`src/hw/rtl/fqdm_pkg.sv`:
```
`default_nettype none
// ----------------------------------------------------------------------------
// fqdm_pkg: shared types for the drop-above-mean queue
// Operation and status codes and the sequencer states.
// ----------------------------------------------------------------------------
package fqdm_pkg;

	typedef enum logic [1:0] {
		OP_PUSH  = 2'd0,
		OP_POP   = 2'd1,
		OP_CLEAR = 2'd2,
		OP_DROP  = 2'd3
	} op_t;

	typedef enum logic [1:0] {
		ST_OK    = 2'd0,
		ST_EMPTY = 2'd1,
		ST_FULL  = 2'd2
	} status_t;

	typedef enum logic [2:0] {
		S_IDLE,
		S_POP,
		S_SUM,
		S_DIV,
		S_FILT
	} state_t;

endpackage
`default_nettype wire

```
`src/hw/rtl/fqdm_in_if.sv`:
```
`default_nettype none
// ----------------------------------------------------------------------------
// fqdm_in_if: command channel
// Valid/ready channel carrying one queue operation per beat.
// ----------------------------------------------------------------------------
interface fqdm_in_if #(
	parameter int DATA_WIDTH = 32
);
	logic                         valid;
	logic                         ready;
	logic [1:0]                   op;
	logic signed [DATA_WIDTH-1:0] push_value;

	modport source (output valid, output op, output push_value, input ready);
	modport sink   (input valid, input op, input push_value, output ready);
endinterface
`default_nettype wire

```
`src/hw/rtl/fqdm_out_if.sv`:
```
`default_nettype none
// ----------------------------------------------------------------------------
// fqdm_out_if: result channel
// Valid/ready channel carrying one operation result per beat.
// ----------------------------------------------------------------------------
interface fqdm_out_if #(
	parameter int DATA_WIDTH = 32,
	parameter int COUNT_WIDTH = 5
);
	logic                         valid;
	logic                         ready;
	logic signed [DATA_WIDTH-1:0] popped_value;
	logic signed [DATA_WIDTH-1:0] front_value;
	logic [COUNT_WIDTH-1:0]       entry_count;
	logic [1:0]                   status;

	modport source (output valid, output popped_value, output front_value,
		output entry_count, output status, input ready);
	modport sink   (input valid, input popped_value, input front_value,
		input entry_count, input status, output ready);
endinterface
`default_nettype wire

```
`src/hw/rtl/fifo_queue_drop_above_mean.sv`:
```
`default_nettype none
// ----------------------------------------------------------------------------
// fifo_queue_drop_above_mean: bounded FIFO with in-place drop-above-mean
// Circular buffer in one synchronous RAM with push, pop, clear and a filter
// that removes every entry above the truncated mean, keeping survivor order.
// ----------------------------------------------------------------------------
//
//  channel | dir | handshake     | payload
//  --------+-----+---------------+----------------------------------------------
//  cmd     | in  | valid / ready | op, push_value
//  rsp     | out | valid / ready | popped_value, front_value, entry_count, status
//
//  Push and clear answer straight from idle; pop passes through S_POP for one
//  RAM read of the new head. Drop-above-mean runs a read sweep to sum the
//  entries, a bit-serial divide, and a read/write compaction sweep, all
//  through the single RAM read port.
//  Reset clears head, count and the sequencer; RAM contents are undefined and
//  are never used before being written, so there is no clearing pass.
//  cmd stalls while an operation is in progress or a result beat is held
//  and not taken; the result register drains in the same cycle it is refilled.
//
module fifo_queue_drop_above_mean
	import fqdm_pkg::*;
#(
	parameter int DEPTH = 16,
	parameter int DATA_WIDTH = 32
) (
	input  wire logic   clk,
	input  wire logic   arst_n,
	fqdm_in_if.sink     cmd,
	fqdm_out_if.source  rsp
);

	localparam int IDX_W = (DEPTH > 1) ? $clog2(DEPTH) : 1;
	localparam int CNT_W = $clog2(DEPTH + 1);
	// the exact sum of DEPTH signed words, with room for its magnitude
	localparam int SUM_W = DATA_WIDTH + IDX_W + 1;

	// wrap head plus offset into the ring; both operands are below DEPTH
	function automatic logic [IDX_W-1:0] slot(input logic [IDX_W-1:0] base,
			input logic [IDX_W-1:0] off);
		logic [IDX_W:0] s;
		s = {1'b0, base} + {1'b0, off};
		if (s >= (IDX_W+1)'(DEPTH)) begin
			s = s - (IDX_W+1)'(DEPTH);
		end
		return s[IDX_W-1:0];
	endfunction

	// ring storage
	logic [DATA_WIDTH-1:0] mem [DEPTH];
	logic [DATA_WIDTH-1:0] rd_data_s1;

	// control state
	state_t            state_q, state_d;
	logic [IDX_W-1:0]  head_q;
	logic [CNT_W-1:0]  cnt_q;
	logic [CNT_W-1:0]  k_q;
	logic [CNT_W-1:0]  w_q;
	logic              rd_pend_s1;
	logic              out_valid_q;

	// payload registers
	logic signed [SUM_W-1:0]      sum_q;
	logic signed [DATA_WIDTH-1:0] mean_q;
	logic [DATA_WIDTH-1:0]        front_q;
	logic [DATA_WIDTH-1:0]        pop_val_q;
	logic [DATA_WIDTH-1:0]        out_popped_q;
	logic [DATA_WIDTH-1:0]        out_front_q;
	logic [CNT_W-1:0]             out_count_q;
	status_t                      out_status_q;

	// combinational controls
	op_t                   op_in;
	logic                  accept;
	logic                  rd_en;
	logic [IDX_W-1:0]      rd_addr;
	logic                  wr_en;
	logic [IDX_W-1:0]      wr_addr;
	logic [DATA_WIDTH-1:0] wr_data;
	logic                  keep;
	logic                  div_start;
	logic                  div_done;
	logic [SUM_W-1:0]      div_quo;
	logic [SUM_W-1:0]      sum_mag;
	logic [SUM_W-1:0]      mean_full;
	logic                  sweep_end;
	logic                  out_load;
	logic [DATA_WIDTH-1:0] out_popped_d;
	logic [DATA_WIDTH-1:0] out_front_d;
	logic [CNT_W-1:0]      out_count_d;
	status_t               out_status_d;

	assign op_in     = op_t'(cmd.op);
	assign cmd.ready = (state_q == S_IDLE) && (!out_valid_q || rsp.ready);
	assign accept    = cmd.valid && cmd.ready;

	// keep entries not above the mean (equal survives)
	assign keep      = !($signed(rd_data_s1) > mean_q);
	assign sweep_end = (k_q == cnt_q) && !rd_pend_s1;

	// divide the magnitude; fix the sign afterward to truncate toward zero
	assign sum_mag   = sum_q[SUM_W-1] ? SUM_W'(-sum_q) : SUM_W'(sum_q);
	assign mean_full = sum_q[SUM_W-1] ? (~div_quo + SUM_W'(1)) : div_quo;

	fqdm_div #(
		.DIVIDEND_W (SUM_W),
		.DIVISOR_W  (CNT_W)
	) u_div (
		.clk      (clk),
		.arst_n   (arst_n),
		.start    (div_start),
		.dividend (sum_mag),
		.divisor  (cnt_q),
		.done     (div_done),
		.quotient (div_quo)
	);

	// RAM: one write and one registered read per cycle
	always_ff @(posedge clk) begin
		if (wr_en) begin
			mem[wr_addr] <= wr_data;
		end
		if (rd_en) begin
			rd_data_s1 <= mem[rd_addr];
		end
	end

	always_ff @(posedge clk or negedge arst_n) begin
		if (!arst_n) begin
			state_q <= S_IDLE;
		end else begin
			state_q <= state_d;
		end
	end

	// next state, RAM port steering and result assembly
	always_comb begin
		state_d      = state_q;
		rd_en        = 1'b0;
		rd_addr      = slot(head_q, k_q[IDX_W-1:0]);
		wr_en        = 1'b0;
		wr_addr      = slot(head_q, cnt_q[IDX_W-1:0]);
		wr_data      = cmd.push_value;
		div_start    = 1'b0;
		out_load     = 1'b0;
		out_popped_d = '0;
		out_front_d  = '0;
		out_count_d  = cnt_q;
		out_status_d = ST_OK;
		unique case (state_q)
			S_IDLE: begin
				if (accept) begin
					unique case (op_in)
						OP_PUSH: begin
							out_load = 1'b1;
							if (cnt_q == CNT_W'(DEPTH)) begin
								out_status_d = ST_FULL;
								out_front_d  = front_q;
							end else begin
								wr_en       = 1'b1;
								out_front_d = (cnt_q == '0) ? cmd.push_value : front_q;
								out_count_d = cnt_q + CNT_W'(1);
							end
						end
						OP_POP: begin
							if (cnt_q == '0) begin
								out_load     = 1'b1;
								out_status_d = ST_EMPTY;
							end else begin
								// fetch the new head
								rd_en   = 1'b1;
								rd_addr = slot(head_q, IDX_W'(1));
								state_d = S_POP;
							end
						end
						OP_CLEAR: begin
							out_load    = 1'b1;
							out_count_d = '0;
						end
						OP_DROP: begin
							if (cnt_q == '0) begin
								out_load     = 1'b1;
								out_status_d = ST_EMPTY;
							end else begin
								state_d = S_SUM;
							end
						end
						default: ;
					endcase
				end
			end
			S_POP: begin
				out_load     = 1'b1;
				out_popped_d = pop_val_q;
				out_front_d  = (cnt_q != '0) ? rd_data_s1 : '0;
				state_d      = S_IDLE;
			end
			S_SUM: begin
				rd_en = (k_q != cnt_q);
				if (sweep_end) begin
					div_start = 1'b1;
					state_d   = S_DIV;
				end
			end
			S_DIV: begin
				if (div_done) begin
					state_d = S_FILT;
				end
			end
			S_FILT: begin
				// survivors are written at or behind the read point: no overlap
				rd_en   = (k_q != cnt_q);
				wr_addr = slot(head_q, w_q[IDX_W-1:0]);
				wr_data = rd_data_s1;
				wr_en   = rd_pend_s1 && keep;
				if (sweep_end) begin
					out_load    = 1'b1;
					out_front_d = (w_q != '0) ? front_q : '0;
					out_count_d = w_q;
					state_d     = S_IDLE;
				end
			end
			default: state_d = S_IDLE;
		endcase
	end

	// control registers
	always_ff @(posedge clk or negedge arst_n) begin
		if (!arst_n) begin
			head_q      <= '0;
			cnt_q       <= '0;
			k_q         <= '0;
			w_q         <= '0;
			rd_pend_s1  <= 1'b0;
			out_valid_q <= 1'b0;
		end else begin
			rd_pend_s1 <= rd_en && (state_q != S_IDLE);
			if (out_load) begin
				out_valid_q <= 1'b1;
			end else if (rsp.ready) begin
				out_valid_q <= 1'b0;
			end
			case (state_q)
				S_IDLE: begin
					k_q <= '0;
					w_q <= '0;
					if (accept) begin
						case (op_in)
							OP_PUSH: begin
								if (cnt_q != CNT_W'(DEPTH)) begin
									cnt_q <= cnt_q + CNT_W'(1);
								end
							end
							OP_POP: begin
								if (cnt_q != '0) begin
									head_q <= slot(head_q, IDX_W'(1));
									cnt_q  <= cnt_q - CNT_W'(1);
								end
							end
							OP_CLEAR: begin
								head_q <= '0;
								cnt_q  <= '0;
							end
							default: ;
						endcase
					end
				end
				S_SUM: begin
					if (rd_en) begin
						k_q <= k_q + CNT_W'(1);
					end
				end
				S_DIV: begin
					k_q <= '0;
					w_q <= '0;
				end
				S_FILT: begin
					if (rd_en) begin
						k_q <= k_q + CNT_W'(1);
					end
					if (wr_en) begin
						w_q <= w_q + CNT_W'(1);
					end
					if (sweep_end) begin
						cnt_q <= w_q;
					end
				end
				default: ;
			endcase
		end
	end

	// payload registers
	always_ff @(posedge clk) begin
		if (state_q == S_IDLE) begin
			sum_q <= '0;
		end else if (state_q == S_SUM && rd_pend_s1) begin
			sum_q <= sum_q + {{(SUM_W-DATA_WIDTH){rd_data_s1[DATA_WIDTH-1]}}, rd_data_s1};
		end
		if (div_done) begin
			mean_q <= $signed(mean_full[DATA_WIDTH-1:0]);
		end
		// track the head word so push and pop results need no extra read
		if (state_q == S_IDLE && accept && op_in == OP_PUSH && cnt_q == '0) begin
			front_q <= cmd.push_value;
		end else if (state_q == S_POP) begin
			front_q <= rd_data_s1;
		end else if (state_q == S_FILT && wr_en && w_q == '0) begin
			front_q <= rd_data_s1;
		end
		if (state_q == S_IDLE && accept && op_in == OP_POP) begin
			pop_val_q <= front_q;
		end
		if (out_load) begin
			out_popped_q <= out_popped_d;
			out_front_q  <= out_front_d;
			out_count_q  <= out_count_d;
			out_status_q <= out_status_d;
		end
	end

	assign rsp.valid        = out_valid_q;
	assign rsp.popped_value = out_popped_q;
	assign rsp.front_value  = out_front_q;
	assign rsp.entry_count  = out_count_q;
	assign rsp.status       = out_status_q;

endmodule
`default_nettype wire

```
`src/hw/rtl/fqdm_div.sv`:
```
`default_nettype none
// ----------------------------------------------------------------------------
// fqdm_div: bit-serial unsigned divider
// Restoring division, one quotient bit per cycle, done pulses with quotient.
// ----------------------------------------------------------------------------
module fqdm_div
	import fqdm_pkg::*;
#(
	parameter int DIVIDEND_W = 37,
	parameter int DIVISOR_W = 5
) (
	input  wire logic                  clk,
	input  wire logic                  arst_n,
	input  wire logic                  start,
	input  wire logic [DIVIDEND_W-1:0] dividend,
	input  wire logic [DIVISOR_W-1:0]  divisor,
	output logic                       done,
	output logic [DIVIDEND_W-1:0]      quotient
);

	localparam int STEP_W = $clog2(DIVIDEND_W + 1);

	logic                  busy_q;
	logic                  done_q;
	logic [STEP_W-1:0]     step_q;
	logic [DIVIDEND_W-1:0] quo_q;
	logic [DIVISOR_W-1:0]  rem_q;
	logic [DIVISOR_W-1:0]  dvs_q;
	logic [DIVISOR_W:0]    trial;
	logic [DIVISOR_W:0]    trial_sub;
	logic                  ge;

	// shift the next dividend bit into the partial remainder and try a subtract
	always_comb begin
		trial     = {rem_q, quo_q[DIVIDEND_W-1]};
		ge        = trial >= {1'b0, dvs_q};
		trial_sub = trial - {1'b0, dvs_q};
	end

	always_ff @(posedge clk or negedge arst_n) begin
		if (!arst_n) begin
			busy_q <= 1'b0;
			done_q <= 1'b0;
			step_q <= '0;
		end else begin
			done_q <= busy_q && (step_q == STEP_W'(1));
			if (start) begin
				busy_q <= 1'b1;
				step_q <= STEP_W'(DIVIDEND_W);
			end else if (busy_q) begin
				step_q <= step_q - STEP_W'(1);
				if (step_q == STEP_W'(1)) begin
					busy_q <= 1'b0;
				end
			end
		end
	end

	always_ff @(posedge clk) begin
		if (start) begin
			quo_q <= dividend;
			rem_q <= '0;
			dvs_q <= divisor;
		end else if (busy_q) begin
			quo_q <= {quo_q[DIVIDEND_W-2:0], ge};
			rem_q <= ge ? trial_sub[DIVISOR_W-1:0] : trial[DIVISOR_W-1:0];
		end
	end

	assign done     = done_q;
	assign quotient = quo_q;

endmodule
`default_nettype wire

```
`src/flat_wrapper.sv`:
```
// flat-port wrapper written by rule: the top's interface ports become plain ports
module fifo_queue_drop_above_mean_flat import fqdm_pkg::*;
#(
	parameter int DEPTH = 16,
	parameter int DATA_WIDTH = 32
)
  (clk, arst_n, cmd_valid, cmd_op, cmd_push_value, cmd_ready, rsp_valid, rsp_popped_value, rsp_front_value, rsp_entry_count, rsp_status, rsp_ready);
  fqdm_in_if #(.DATA_WIDTH(DATA_WIDTH)) cmd_i ();
  fqdm_out_if #(.DATA_WIDTH(DATA_WIDTH), .COUNT_WIDTH((5))) rsp_i ();
  input  wire logic clk;
  input  wire logic arst_n;
  input wire logic [$bits(cmd_i.valid)-1:0] cmd_valid;
  input wire logic [$bits(cmd_i.op)-1:0] cmd_op;
  input wire logic [$bits(cmd_i.push_value)-1:0] cmd_push_value;
  output wire logic [$bits(cmd_i.ready)-1:0] cmd_ready;
  output wire logic [$bits(rsp_i.valid)-1:0] rsp_valid;
  output wire logic [$bits(rsp_i.popped_value)-1:0] rsp_popped_value;
  output wire logic [$bits(rsp_i.front_value)-1:0] rsp_front_value;
  output wire logic [$bits(rsp_i.entry_count)-1:0] rsp_entry_count;
  output wire logic [$bits(rsp_i.status)-1:0] rsp_status;
  input wire logic [$bits(rsp_i.ready)-1:0] rsp_ready;
  assign cmd_i.valid = cmd_valid;
  assign cmd_i.op = cmd_op;
  assign cmd_i.push_value = cmd_push_value;
  assign cmd_ready = cmd_i.ready;
  assign rsp_valid = rsp_i.valid;
  assign rsp_popped_value = rsp_i.popped_value;
  assign rsp_front_value = rsp_i.front_value;
  assign rsp_entry_count = rsp_i.entry_count;
  assign rsp_status = rsp_i.status;
  assign rsp_i.ready = rsp_ready;
  fifo_queue_drop_above_mean #(.DEPTH(DEPTH), .DATA_WIDTH(DATA_WIDTH)) u_core (.clk(clk), .arst_n(arst_n), .cmd(cmd_i), .rsp(rsp_i));
endmodule
```
`config.mk`:
```
export PLATFORM = sky130hd
export DESIGN_NAME = fifo_queue_drop_above_mean_flat
export DESIGN_NICKNAME = d
export VERILOG_FILES = /design/src/hw/rtl/fqdm_pkg.sv /design/src/hw/rtl/fqdm_in_if.sv /design/src/hw/rtl/fqdm_out_if.sv /design/src/hw/rtl/fifo_queue_drop_above_mean.sv /design/src/hw/rtl/fqdm_div.sv /design/src/flat_wrapper.sv
export SDC_FILE = /design/constraint.sdc
export NUM_CORES = 1
export LEC_CHECK = 0
export ABC_AREA = 1
export BUFFER_PORTS_ARGS = -buffer_cell sky130_fd_sc_hd__buf_2
export CAP_MARGIN = 20
export CORE_UTILIZATION = 47
export CTS_BUF_LIST = sky130_fd_sc_hd__clkbuf_8
export DETAILED_ROUTE_END_ITERATION = 8
export PLACE_DENSITY = 0.68
export SYNTH_ARGS = -nofsm -noshare
export SYNTH_HDL_FRONTEND = slang
export SYNTH_SLANG_ARGS = --single-unit
export TNS_END_PERCENT = 1
```
`constraint.sdc`:
```
create_clock -name clk -period 10 [get_ports clk]
set_input_delay 3 -clock clk [delete_from_list [all_inputs] [get_ports clk]]
set_output_delay 3 -clock clk [all_outputs]
set_load 0.03 [all_outputs]
```
==> metrics.log <==
INFO  metric outcome = finished, final reports clean
INFO  metric numPortBuffers = 110
INFO  metric hold_ws = 0.444 ns
INFO  metric fill_cells = a little over 7,000
INFO  metric drive_above_1_share = under 10%
INFO  metric drt-vias-per-instance = ~5.5
INFO  metric clock_insertion_delay_worst_skew = between 0.8 and 0.9 ns
INFO  metric post-route-period-util = around 67%
INFO  metric timing.setup.tns = 0 ns
INFO  metric number_of_buffers_created_by_cts = 135
INFO  metric critical_path.slowest_cell = sky130_fd_sc_hd__nor2_1
INFO  metric sequentialPowerShare = a little under two fifths
INFO  metric vias = 28,200
INFO  metric start_kind = input pin
INFO  metric crit_type = input pin to output port
INFO  metric max_cap_viol_count = 0
INFO  metric globalRouteTotalUtil = 24.4%
INFO  metric worst_ir_drop_vdd = 283 uV
INFO  metric globalRoute.totalOverflow = 0
INFO  metric cp.arrival = roughly 3.7 ns
INFO  metric boundaryPins = around 110
INFO  metric cpPeakStageDelay = about 0.31 ns
INFO  metric grt_pass1_wl = around 160 mm
INFO  metric cts_setup_buffers = 0
INFO  metric sequential_cell_area = 24,300 sq um
INFO  metric p_clk_share = 20.4%
INFO  metric first_global_vias = approximately 27,000
INFO  metric syn-num-nets = 3,967
INFO  metric setup.worst_path.start = rsp_ready
INFO  metric post_cts_resize_count = 0
INFO  metric nets = 4,127
INFO  metric synth_cell_types = 49
INFO  metric cellLeakagePower = 17.9 nW
INFO  metric clockRootBuffer = sky130_fd_sc_hd__clkbuf_8
INFO  metric switching_share = between 40% and 50%
INFO  metric final.setup_skew = roughly 0.046 ns
INFO  metric antenna_violating_nets_post_route = 0
INFO  metric routabilityCongestion = approximately 0.96
INFO  metric grt_max_degree = around 130
INFO  metric p_total = approximately 13 mW
INFO  metric postSynthCellCount = approximately 3,800
INFO  metric dieArea = between 80,000 and 90,000 sq um
INFO  metric clk_pin_slew_worst_paths = around 0.060 ns
INFO  metric fp.dieW = 291 microns
INFO  metric synth_seq_cells = 827
INFO  metric yosysWarningCount = 0
INFO  metric core-area = just over 80,000 sq um
INFO  metric internal_power = 7.49 mW
INFO  metric tritoncts_clock_tree = yes
INFO  metric worst-endpoint-required = 7.00 ns
INFO  metric final.min_clock_period = about 6.7 ns
INFO  metric place.detailed.hpwl = approximately 65 mm
INFO  metric worst_pin_slew = between 1 and 1.5 ns
INFO  metric pwr-share-comb = a little over two fifths
INFO  metric final-hold-violation-count = 0
INFO  metric detailedRoute.firstPassIterationCount = 5
INFO  metric rows = approximately 110
INFO  metric drv_slew = 0
INFO  metric path_max_fanout = 3
INFO  metric floorplan.initialDensity = 47.7%
INFO  metric multi_input_comb_area = between 10,000 and 15,000 sq um
INFO  metric crit_path_end_kind = output port
INFO  metric worstPathCellList = buf_2, nor2_1, nor2_8, buf_2
INFO  metric ctsHtreeMaxLevel = 4
INFO  metric area_added_between_synthesis_and_finish = 10.9%
INFO  metric power_density = ~300 nW/um^2
INFO  metric detailedRoute.firstIterationViolations = between 2,000 and 3,000
INFO  metric cts_sinks = roughly 830
INFO  metric unrepaired_setup_endpoints_after_global_routing = false
INFO  metric wire_per_inst = roughly 20 microns
INFO  metric holdBufCountCts = 0
INFO  metric routed_wirelength = about 100 mm
INFO  metric net-switching-power = about 5.7 mW
INFO  metric netlist_area = slightly below 40,000 sq um
INFO  metric rr_startpoint = u_core.state_q[1]
INFO  metric cts.path.max_buffers = 3
INFO  metric maxClockFrequency = ~150 MHz
INFO  metric slew_headroom = 23.6%
INFO  metric antenna_found_initial = 6
INFO  metric drc = 0
INFO  metric worst_hold_startpoint = u_core.u_div.quotient[0]
INFO  metric crit_top_cell = sky130_fd_sc_hd__buf_2
INFO  metric synth_area_per_inst = 10.3 sq um
INFO  metric die_y = just under 300 microns
INFO  metric setup_viol = 0
INFO  metric timing.hold.worst.class = register to register
INFO  metric yosysSeqAreaShare = 61.6%
[placed cells by master, fill, tap and decap left out, types with 9 or more instances in the layout]
cell	n
sky130_fd_sc_hd__ha_1	93
sky130_fd_sc_hd__o21a_1	9
sky130_fd_sc_hd__nand3_1	297
sky130_fd_sc_hd__nand4_1	29
sky130_fd_sc_hd__o21ai_0	194
sky130_fd_sc_hd__nand2_1	787
sky130_fd_sc_hd__dfrtp_1	32
sky130_fd_sc_hd__o311ai_0	29
sky130_fd_sc_hd__edfxtp_1	753
sky130_fd_sc_hd__buf_4	74
sky130_fd_sc_hd__clkinv_2	19
sky130_fd_sc_hd__clkbuf_8	138
sky130_fd_sc_hd__inv_1	634
sky130_fd_sc_hd__dfxtp_1	41
sky130_fd_sc_hd__nor3_1	31
sky130_fd_sc_hd__o21ai_1	33
sky130_fd_sc_hd__a21oi_1	107
sky130_fd_sc_hd__xor2_1	72
sky130_fd_sc_hd__nor2_4	19
sky130_fd_sc_hd__nor2_1	194
sky130_fd_sc_hd__clkinv_1	32
sky130_fd_sc_hd__a21o_1	10
sky130_fd_sc_hd__xnor2_1	14
sky130_fd_sc_hd__o211ai_1	246
sky130_fd_sc_hd__o21bai_1	12
sky130_fd_sc_hd__buf_2	110
[critical path: cells and delay by family]
kind                   cells  cell delay, ns
buffers and inverters      2            0.28
and+or+nand+nor            2            0.39
[per-layer routing]
metal  share of wire, %  routed length, microns  GRT usage (%)  vias to the layer above
met5                  0                       0              0                        -
met4                3.0                    3160           9.09                        0
met3                9.5                    9810           5.16                      215
met2                 45                   46900           38.2                     1136
met1                 42                   43900           33.6                    13300
li1                   -                       -              -                    13500
[cell type report]
cell class | count | share of cell area [%]
Clock inverter | 104 | 1.19
Multi-Input combinational cell | 2245 | 28.1
Clock buffer | 138 | 4.35
Inverter | 599 | 5.16
Antenna cell | 3 | 0.0172
Sequential cell | 827 | 55.6
Tap cell | 1070 | 3.07
Timing Repair Buffer | 184 | 2.53
[stage by stage]
step | std cells | utilization [%] | instance area [sq um] | setup slack [ns]
floorplan | 3832 | - | 39400 | 3.56
global placement | 4925 | 50.0 | 41200 | 3.31
detailed placement | 4925 | 50.0 | 41200 | 3.32
CTS | 5167 | 52.9 | 43700 | 3.32
global route | 5169 | 52.9 | 43700 | 3.29
finish | 5170 | 52.9 | 43700 | 3.33
[sequential cells by signal, summed over array words and instances, names as in the netlist]
name	cells
u_core.mem	512
u_core.sum_q	37
u_core.u_div.quotient	37
u_core.front_q	32
u_core.mean_q	32
u_core.pop_val_q	32
u_core.rd_data_s1	32
u_core.rsp.front_value	32
u_core.rsp.popped_value	32
u_core.u_div.step_q	6
u_core.cnt_q	5
u_core.k_q	5
u_core.rsp.entry_count	5
u_core.u_div.dvs_q	5
u_core.u_div.rem_q	5
u_core.w_q	5
u_core.head_q	4
u_core.state_q	3
u_core.rsp.status	2
u_core.rd_pend_s1	1
u_core.rsp.valid	1
u_core.u_div.busy_q	1
u_core.u_div.done	1
[cells in the mapped netlist (all sizes together)]
library cell,instances,area share [%]
a21boi,2,0.038
a21o,10,0.19
a21oi,107,1.4
a22oi,8,0.15
a311oi,1,0.022
a31oi,6,0.095
a41oi,1,0.022
and2,2,0.032
and3,2,0.032
buf,108,1.5
clkbuf,53,0.51
clkinv,2,0.019
dfrtp,32,2.0
dfxtp,42,2.1
edfxtp,753,57
fa,4,0.20
ha,93,3.0
inv,597,5.7
nand2,795,7.6
nand3,298,3.8
nand3b,1,0.019
nand4,29,0.46
nor2,218,2.2
nor3,32,0.42
nor4,3,0.048
o211ai,246,4.7
o21a,9,0.17
o21ai,232,3.0
o21bai,13,0.25
o22ai,4,0.064
o311ai,32,0.71
o31ai,4,0.076
or2,7,0.11
xnor2,14,0.31
xor2,72,1.6
[power by group through the flow]
stage	combinational, mW	clock, mW	sequential (mW)
after floorplan	3.92	0	5.03
after global placement	5.45	0	4.99
after detailed placement	5.55	0	5.00
after CTS	5.58	2.73	4.93
after global routing	6.23	2.89	4.98
final	5.58	2.69	4.95
[path summary, 6_finish.rpt]
check | cells past startpoint | to | slack (ns)
min | 0 | u_core.mean_q[0] | 0.44
min reg2reg | 0 | u_core.mean_q[0] | 0.44
min in group asynchronous | 1 | u_core.state_q[1] | 2.30
max reg2reg | 13 | u_core.mem[1][25] | 5.32
max | 4 | cmd_ready | 3.33
max in group asynchronous | 1 | u_core.k_q[4] | 7.17
[logic make-up (layout without fill, tap and decap cells)]
| family | after synthesis | after routing | synth area share [%] |
|---|---|---|---|
| other | 0 | 3 | 0 |
| buffers and inverters | 760 | 1025 | 7.76 |
| AOI/OAI and AO/OA | 675 | 675 | 10.8 |
| xor gates and xnor gates | 86 | 86 | 1.91 |
| and+or+nand+nor | 1387 | 1387 | 14.8 |
| adders and majority gates | 97 | 97 | 3.16 |
| DFF | 827 | 827 | 61.6 |
(Power assumes the default switching activity.)
